<file path="config.mk">
export PLATFORM = sky130hd
export DESIGN_NAME = sseinv_ctrl
export DESIGN_NICKNAME = d
export VERILOG_FILES = /design/src/rtl/sseinv_pkg.sv /design/src/rtl/sseinv_ctrl.sv
export SDC_FILE = /design/constraint.sdc
export NUM_CORES = 1
export LEC_CHECK = 0
export BUFFER_PORTS_ARGS = -buffer_cell sky130_fd_sc_hd__buf_4
export CORE_MARGIN = 5
export CORE_UTILIZATION = 48
export CTS_BUF_LIST = sky130_fd_sc_hd__clkbuf_8
export CTS_CLUSTER_DIAMETER = 150
export DETAILED_ROUTE_END_ITERATION = 10
export PLACE_DENSITY = 0.76
export REMOVE_ABC_BUFFERS = 1
export SLEW_MARGIN = 10
export SYNTH_ARGS = -nofsm -noshare
export SYNTH_HDL_FRONTEND = slang
export SYNTH_SLANG_ARGS = --single-unit
</file>
<file path="constraint.sdc">
create_clock -name clk -period 1.4 [get_ports clk]
set_input_delay 0.07 -clock clk [delete_from_list [all_inputs] [get_ports clk]]
set_output_delay 0.07 -clock clk [all_outputs]
set_load 0.02 [all_outputs]
</file>
<file path="src/rtl/sseinv_pkg.sv">
`timescale 1ns / 1ps

package sseinv_pkg;

	localparam int FRAC_BITS = 16;

	// Filter weight is always unsigned Q1.16, whatever the sample format
	localparam logic [16:0] W_ONE = 17'h1_0000;

	localparam logic signed [31:0] Q_ONE  = 32'(1 << FRAC_BITS);
	localparam logic signed [31:0] Q_HALF = 32'(1 << (FRAC_BITS - 1));
	localparam logic [31:0] SPAN_MIN      = 32'((1 << FRAC_BITS) / 10000);

	// Scaled quotient is clamped here before the sign goes on
	localparam logic [33:0] QUOT_CAP = 34'h2_0000_0000;

	// Quotient bits produced by the divider; anything larger is caught up front
	localparam int DIV_STEPS = 34;
	localparam int CNT_W     = $clog2(DIV_STEPS);

	localparam int CFG_DATA_W = 32;
	localparam int CFG_IDX_W  = 3;

	typedef enum logic [CFG_IDX_W-1:0] {
		REG_RAW_MIN      = 3'd0,
		REG_RAW_MAX      = 3'd1,
		REG_REAL_MIN     = 3'd2,
		REG_REAL_MAX     = 3'd3,
		REG_VALUE_OFFSET = 3'd4,
		REG_EMA_WEIGHT   = 3'd5,
		REG_SCALE_ENABLE = 3'd6,
		REG_INVERT_MODE  = 3'd7
	} reg_idx_t;

	typedef enum logic [1:0] {
		INV_NONE    = 2'd0,
		INV_ANALOG  = 2'd1,
		INV_DIGITAL = 2'd2
	} invert_t;

	typedef enum logic [3:0] {
		ST_IDLE,
		ST_MUL,
		ST_DIV_INIT,
		ST_DIV,
		ST_SCALE,
		ST_OFFSET,
		ST_FILT_A,
		ST_FILT_B,
		ST_FILT_SUM,
		ST_INVERT,
		ST_EMIT
	} state_t;

	typedef struct packed {
		logic load;
		logic mul;
		logic div_init;
		logic div_step;
		logic scale;
		logic offset;
		logic filt_a;
		logic filt_b;
		logic filt_sum;
		logic invert;
		logic emit;
	} cmd_t;

	typedef struct packed {
		logic scale;
	} sts_t;

	function automatic logic signed [31:0] sat32(input logic signed [35:0] v);
		logic signed [35:0] hi;
		logic signed [35:0] lo;
		hi = 36'sh0_7FFF_FFFF;
		lo = 36'shF_8000_0000;
		if (v > hi)
			return hi[31:0];
		else if (v < lo)
			return lo[31:0];
		else
			return v[31:0];
	endfunction

endpackage

</file>
<file path="src/rtl/sseinv_ctrl.sv">
`timescale 1ns / 1ps

module sseinv_ctrl
	import sseinv_pkg::*;
(
	input  logic clk,
	input  logic arst_n,
	input  logic sample_valid,
	output logic sample_stall,
	output logic result_valid,
	input  logic result_stall,
	input  sts_t sts,
	output cmd_t cmd
);

	state_t state_q, state_d;
	logic [CNT_W-1:0] cnt_q, cnt_d;
	logic result_valid_q, result_valid_d;

	always_ff @(posedge clk or negedge arst_n) begin
		if (!arst_n) begin
			state_q        <= ST_IDLE;
			cnt_q          <= '0;
			result_valid_q <= 1'b0;
		end else begin
			state_q        <= state_d;
			cnt_q          <= cnt_d;
			result_valid_q <= result_valid_d;
		end
	end

	always_comb begin
		state_d        = state_q;
		cnt_d          = cnt_q;
		cmd            = '0;
		result_valid_d = result_valid_q;
		// drop the beat once taken
		if (result_valid_q && !result_stall)
			result_valid_d = 1'b0;
		case (state_q)
			ST_IDLE: begin
				if (sample_valid) begin
					cmd.load = 1'b1;
					state_d  = ST_MUL;
				end
			end
			ST_MUL: begin
				if (sts.scale) begin
					cmd.mul = 1'b1;
					state_d = ST_DIV_INIT;
				end else begin
					state_d = ST_OFFSET;
				end
			end
			ST_DIV_INIT: begin
				cmd.div_init = 1'b1;
				cnt_d        = '0;
				state_d      = ST_DIV;
			end
			ST_DIV: begin
				cmd.div_step = 1'b1;
				cnt_d        = cnt_q + 1'b1;
				if (cnt_q == CNT_W'(DIV_STEPS - 1))
					state_d = ST_SCALE;
			end
			ST_SCALE: begin
				cmd.scale = 1'b1;
				state_d   = ST_OFFSET;
			end
			ST_OFFSET: begin
				cmd.offset = 1'b1;
				state_d    = ST_FILT_A;
			end
			ST_FILT_A: begin
				cmd.filt_a = 1'b1;
				state_d    = ST_FILT_B;
			end
			ST_FILT_B: begin
				cmd.filt_b = 1'b1;
				state_d    = ST_FILT_SUM;
			end
			ST_FILT_SUM: begin
				cmd.filt_sum = 1'b1;
				state_d      = ST_INVERT;
			end
			ST_INVERT: begin
				cmd.invert = 1'b1;
				state_d    = ST_EMIT;
			end
			ST_EMIT: begin
				// hold until the output register is free
				if (!result_valid_q || !result_stall) begin
					cmd.emit       = 1'b1;
					result_valid_d = 1'b1;
					state_d        = ST_IDLE;
				end
			end
			default: begin
				state_d = ST_IDLE;
			end
		endcase
	end

	assign sample_stall = (state_q != ST_IDLE);
	assign result_valid = result_valid_q;

endmodule

</file>
==> flow_summary.yaml, run 1 <==
layout:
  final_nets: 130
  num_antenna_cells: 0
  fin_util: 0.8291
  drive_gt1_frac: 0.5246
  stdcell_count: 138
  syn_to_final_growth_pct: 66.95
critical_path:
  crit_slowest_cell: "dfrtp_1"
  cp.arrival_ps: 1370
  cp.buffers_inverters: 3
  critPathKind: "reg -> out"
  cpLargestDelayFamily: "flip-flops"
  max_stage_delay_ps: 450
  start_kind: "flip-flop"
  crit-reg2reg-launch: "cnt_q[2]"
  endpoint_kind: "output pin"
  startpoint: "state_q[3]"
  crit_fanout: 5
  critical_path_required_ps: 1330
  crit_chain: "buf_6, inv_1, nand2_2, nor2_1, buf_4"
sta:
  min_period_ps: 1439
  timing.fmax_mhz: 694.7
  hold_viol_final: 0
  tightest_slew_ps: 372.0
  finalWorstSetupSlack_ps: -39.45
  maxSlewViolCount: 0
  fin_crit_sh: 1.028
  setup_tns_ps: -105.3
  setup_violations: 7
  finClkSkew_ps: 1.696
  slew_headroom: 0.7494
  whs_ps: 108.1
  rsz0062_at_grt: "yes"
place:
  gp_congestion: 0.7466
  port-buffer-count: 17
  dp_hpwl_mm: 1.268
  dpl.cell_count: 121
die:
  die_area_sq_um: 2402
  fp.dieW_microns: 49.02
  ios: 18
  start_util: 0.4966
  die_y_microns: 49.02
  coreArea_sq_um: 1471
  rows: 14
cts:
  htree_levels: 1
  clock_sinks: 11
  cts_made_buffers: 3
  root_buffer: "clkbuf_8"
  tritoncts: "built"
  insertion_delay_ps: 240
  clkSlewWorstSetupHoldPaths_ps: 50
  cts_buffer_depth: 2
yosys:
  synth_top_cell_by_area: "dfrtp_1"
  ys_seq_area_frac: 0.3767
  ys_types: 33
  synthTopCellsByArea: "dfrtp_1, clkbuf_8, o21ai_0, nand2_1, nor2_1"
  syn_area_sq_um: 730.7
  synthFlopType: "dfrtp_1"
  synth_top_area_frac: 0.3767
  synthTopCellsByCount: "dfrtp_1, nand2_1, nor2_1"
  yosys_warnings: 0
  syn_avg_cell_area_sq_um: 9.021
  syn_inst: 81
  yosys_register_bits: 11
  ys_async_sr_fraction: 1.000
  synth-edff-count: 0
  synth_most_common_cell: "dfrtp_1"
power_and_ir_drop:
  total_power_mw: 2.753
  p_per_area_nw_per_um2: 2257
  leakagePower_nw: 0.5581
  ir_drop_v: 0.001709
global_routing:
  grtUsageMet3: 0.02752
  grt_pass1_wl_mm: 3.263
  antenna_found_initial: 0
  grt_util_met1: 0.2167
  grt.overflow.total: 0
  gr-usage-all-layers: 0.1673
  grt_pass1_vias: 748
  met2_usage: 0.2739
  busiest_layer: "met2"
  grt_max_degree: 14
routing:
  dr.pass1.iters: 4
  routedWlPerCell_microns: 17.78
  drt_iter0_drc: 20
  routed_wl_mm: 2.454
  drc: 0
  via_count: 817
  ant_nets: 0
  routed_via_density: 5.920
job:
  cap_violations: 0
worst_hold_path:
  min_path_type: "in -> reg"
  hp-start: "result_stall"
run_status:
  status: "finished with violations"
  violations: "negative setup slack"
[metrics by stage]
step | instance area (sq um) | setup WS, ps
after floorplan | 673.1 | -851.4
after global placement | 910.9 | 49.52
after detailed placement | 910.9 | 6.050
after CTS | 1041 | -19.15
after global routing | 1220 | -114.8
final | 1220 | -39.45
[cell families (layout without fill, tap and decap cells)]
kind of cell / count (synthesis) / after routing / synth area share
buffers and inverters: 9 / 50 / 0.09930
AO/OA/AOI/OAI: 21 / 21 / 0.1815
adder cells (fa/ha/maj): 2 / 2 / 0.03424
multiplexers: 2 / 2 / 0.02740
flip-flops: 11 / 11 / 0.3767
AND/OR/NAND/NOR: 36 / 36 / 0.2809
[worst paths after layout]
| path | endpoint | slack [ps] | cells after the start |
|---|---|---|---|
| max | cmd[3] | -40 | 5 |
| max in group asynchronous | state_q[1] | 1030 | 2 |
| min reg2reg | result_valid | 570 | 2 |
| min in group asynchronous | state_q[2] | 210 | 2 |
| min | result_valid | 110 | 3 |
| max reg2reg | state_q[2] | -10 | 3 |
[layer usage]
| metal | routed length, microns | vias to the layer above |
|---|---|---|
| met5 | 0 | - |
| met2 | 1279 | 21 |
| met3 | 73 | 2 |
| met1 | 1089 | 420 |
| met4 | 12 | 0 |
| li1 | - | 374 |
[area by class of cell]
class | instances | area (sq um)
clock inverter | 1 | 3.754
timing repair buffer | 42 | 376.6
fill | 87 | 251.5
inverter | 4 | 15.01
clock buffer | 3 | 41.29
multi-input combinational | 61 | 484.2
tap | 16 | 20.02
sequential | 11 | 279.0
[worst min-delay path, cell delays in order]
cell and delay (ps):
buf_4 70, nand2_1 80, o21ai_0 80
[power breakdown]
group          total, mW  internal [mW]  switching, mW
registers          0.582          0.429          0.153
logic               1.85          0.977          0.871
clock network      0.323          0.193          0.129
total               2.75           1.60           1.15
[state kept, by name (all words and copies together) (netlist names)]
name	flops
cnt_q	6
result_valid	1
state_q	4
[what timing repair did]
item,4_1_cts,5_1_grt
endpoints found under the setup margin,7,15
cloned,0,2
pin swaps,1,5
resized for setup,12,20
hold buffers,1,0
hold endpoints to repair,11,0
buffers inserted,3,7
[layout by cell type (no fill, tap or decap), drive strengths merged, types with 3 or more instances in the layout]
master,instances
a21oi,4
buf,40
clkbuf,4
dfrtp,11
inv,5
nand2,7
nand2b,3
nor2,7
nor3,4
o21ai,6
or3,3
(Power assumes the default switching activity.)
==> run 2, diff against run 1 <==
==> constraint.sdc (replaced) <==
create_clock -name clk -period 1.2 [get_ports clk]
set_input_delay 0.24 -clock clk [delete_from_list [all_inputs] [get_ports clk]]
set_output_delay 0.24 -clock clk [all_outputs]
set_load 0.05 [all_outputs]
==> flow_summary.yaml, run 2 <==
run_status:
  status: "did not finish"
  stop_stage: "5_1_grt"
  stop_error: "[ERROR DPL-0038] Utilization greater than 100%, impossible to legalize"
yosys:
  syn_inst: 81
  synthTopCellsByArea: "dfrtp_1, clkbuf_8, o21ai_0, nand2_1, nor2_1"
  synth_top_cell_by_area: "dfrtp_1"
  synthFlopType: "dfrtp_1"
  synthMuxAreaShare: 0.02740
  synth_top_family_by_area: "simple AND/OR/NAND/NOR gates"
  synthXorXnorAreaFrac: 0
  synthAdderAreaFrac: 0.03425
  ys_types: 33
  synth_most_common_cell: "dfrtp_1"
  syn_avg_cell_area_sq_um: 9.021
  ys_async_sr_fraction: 1.000
  syn_area_sq_um: 730.7
  yosys_warnings: 0
  synthTopCellsByCount: "dfrtp_1, nand2_1, nor2_1"
  synth_top_area_frac: 0.3767
  synth-edff-count: 0
  yosys_register_bits: 11
  ys_seq_area_frac: 0.3767
  synth_compound_area_frac: 0.1815
  synth_simple_gate_area_frac: 0.2808
die:
  rows: 14
  die_y_microns: 49.02
  ios: 18
  fp.dieW_microns: 49.02
  start_util: 0.4966
place:
  placed_cell_area_sq_um: 1008
  dp_hpwl_mm: 1.519
  gp_congestion: 0.8597
  port-buffer-count: 17
cts:
  cts_made_buffers: 3
  root_buffer: "clkbuf_8"
  cts_buffer_depth: 2
  clock_sinks: 11
  htree_levels: 1
sta:
  endpoint_type: "top-level output"
  grt-worst-endpoint: "cmd[10]"
global_routing:
  grt_max_degree: 12
==> run 2: metrics by stage <==
stage | setup slack [ps] | TNS (ps) | std cells | hold slack (ps)
4_1_cts | -382.3 | -5484 | 145 | 362.3
3_5_place_dp | -290.2 | -3698 | 134 | 83.20
3_3_place_gp | -218.9 | -2873 | 134 | 81.23
2_1_floorplan | -2005 | -20990 | 76 | -55.59
==> run 2: repair_timing <==
item / CTS
endpoints found under the setup margin: 21
pin swaps: 4
hold buffers: 1
hold endpoints to repair: 11
buffers inserted: 6
gates resized for setup: 44
==> run 2: cell families after synthesis <==
| kind of cell | after synthesis |
|---|---|
| buffers and inverters | 9 |
| flip-flops | 11 |
| adder cells (fa/ha/maj) | 2 |
| multiplexers | 2 |
| AND/OR/NAND/NOR | 36 |
| AO/OA/AOI/OAI | 21 |
==> run 3, diff against run 2 <==
- CORE_AREA: default -> 5 5 66 68
- CORE_MARGIN: 5 -> default
- CORE_UTILIZATION: 48 -> default
- CTS_BUF_LIST: sky130_fd_sc_hd__clkbuf_8 -> default
- CTS_CLUSTER_DIAMETER: 150 -> default
- DIE_AREA: default -> 0 0 71 73
- PLACE_DENSITY: 0.76 -> default
- PLACE_DENSITY_LB_ADDON: default -> 0.15
- clock period: 1.2 -> 1.6 ns (I/O delays scaled with it)
==> flow_summary.yaml, run 3 (synthesis gave the netlist of run 1 again) <==
run_status:
  status: "finished with violations"
  violations: "negative setup slack"
power_and_ir_drop:
  power_switching_mw: 1.249
  combPwrFrac: 0.717
  total_power_mw: 2.766
  pwr-share-clk: 0.103
  switching_share: 0.4515
  p_int_mw: 1.517
  p_per_area_nw_per_um2: 2011
  leakagePower_nw: 0.5928
  ir_drop_v: 0.0008040
  sequentialPowerShare: 0.180
layout:
  final_nets: 135
  largest_register_ff_count: 6
  fillers: 403
  final_common_cell: "buf_4"
  syn_to_final_growth_pct: 88.19
  max_flop_register: "cnt_q"
  drive_gt1_frac: 0.5827
  final_cell_mix: "buf_4, buf_6, dfrtp_1"
  fin_area_sq_um: 1375
  num_antenna_cells: 0
cts:
  tritoncts: "built"
  clkSlewWorstSetupHoldPaths_ps: 50
  root_buffer: "clkbuf_8"
  cts_buffer_depth: 2
  clock_sinks: 11
  cts_made_buffers: 3
  htree_levels: 1
  insertion_delay_ps: 240
place:
  gp_congestion: 0.7473
  placed_cell_area_sq_um: 960.9
  dp_hpwl_mm: 1.495
  port-buffer-count: 17
die:
  die_y_microns: 73
  coreArea_sq_um: 3799
  fp.dieW_microns: 71
  rows: 23
  die_area_sq_um: 5183
  ios: 18
  start_util: 0.1924
routing:
  wl_met3_microns: 81
  routedWlPerCell_microns: 13.11
  routed_via_density: 4.395
  routed_wl_mm: 2.320
  via_count: 778
  drt_iter0_drc: 24
  dr.pass1.iters: 4
  drc: 0
  drt-met1-wl_microns: 961
  ant_nets: 0
  top_layer: "met4"
  dr_wl_met2_mm: 1.230
sta:
  slew_headroom: 0.7870
  hold_viol_final: 0
  finalWorstSetupSlack_ps: -27.97
  setup_violations: 3
  fin_crit_sh: 1.017
  rsz0062_at_grt: "yes"
  tightest_slew_ps: 316.1
  finClkSkew_ps: 2.564
  setup_tns_ps: -72.17
  timing.fmax_mhz: 614.3
  min_period_ps: 1628
  maxSlewViolCount: 0
global_routing:
  grt.overflow.total: 0
  grt_max_degree: 12
  antenna_found_initial: 0
  grt_pass1_wl_mm: 3.705
  gr-usage-all-layers: 0.09201
  grt_pass1_vias: 785
job:
  cap_violations: 0
critical_path:
  critPathKind: "reg -> out"
  crit_fanout: 4
  critical_path_required_ps: 1280
  reg2regPathDepth: 8
  cp.arrival_ps: 1310
  start_kind: "flip-flop"
  endpoint_kind: "output pin"
worst_hold_path:
  min_path_type: "in -> reg"
  holdPathStages: 3
[run 3: layer usage]
metal | vias to the layer above | global-route usage
met1 | 373 | 0.1007
met4 | 0 | 0.05010
met5 | - | 0
met3 | 4 | 0.009642
met2 | 12 | 0.1730
li1 | 389 | -
[run 3: critical path, stage by stage, from the launching register on]
cell and delay (ps):
dfrtp_2 400, buf_6 110, nor4bb_4 260, buf_4 160, buf_8 140
[run 3: power groups by stage]
stage / clock (mW) / sequential [mW] / combinational [mW]
global route: 0.308 / 0.512 / 2.11
detailed placement: 0 / 0.494 / 1.27
global placement: 0 / 0.492 / 1.28
CTS: 0.297 / 0.487 / 1.77
finish: 0.286 / 0.498 / 1.98
floorplan: 0 / 0.537 / 0.702
[run 3: what timing repair did]
action,4_1_cts,5_1_grt
setup buffers,14,3
setup endpoints to repair,11,15
pin swaps,4,7
gates resized for setup,37,19
hold buffers,1,0
endpoints found under the hold margin,11,0
[run 3: area by class of cell]
class	instances	area [sq um]	share of cell area
Sequential cell	11	280.3	0.2038
Timing Repair Buffer	47	437.9	0.3185
Tap cell	50	62.56	0.04550
Multi-Input combinational cell	61	534.3	0.3885
Inverter	4	15.01	0.01092
Clock buffer	4	45.04	0.03276
[run 3: metrics by stage]
stage	setup WS, ps	utilization	hold slack, ps	instances
5_1_grt	-77.03	0.3620	399.3	177
4_1_cts	-37.11	0.3343	367.9	174
2_1_floorplan	-1605	-	24.41	76
3_5_place_dp	79.31	0.2530	172.9	156
6_report	-27.97	0.3620	369.5	177
3_3_place_gp	68.03	0.2530	169.7	156
[run 3: final timing paths]
check / slack, ps / to / from
min: 370 / result_valid / result_stall
min reg2reg: 540 / cnt_q[3] / cnt_q[3]
max in group asynchronous: 960 / state_q[2] / arst_n
max reg2reg: 40 / cnt_q[2] / state_q[0]
max: -30 / cmd[7] / state_q[0]
min in group asynchronous: 460 / cnt_q[1] / arst_n
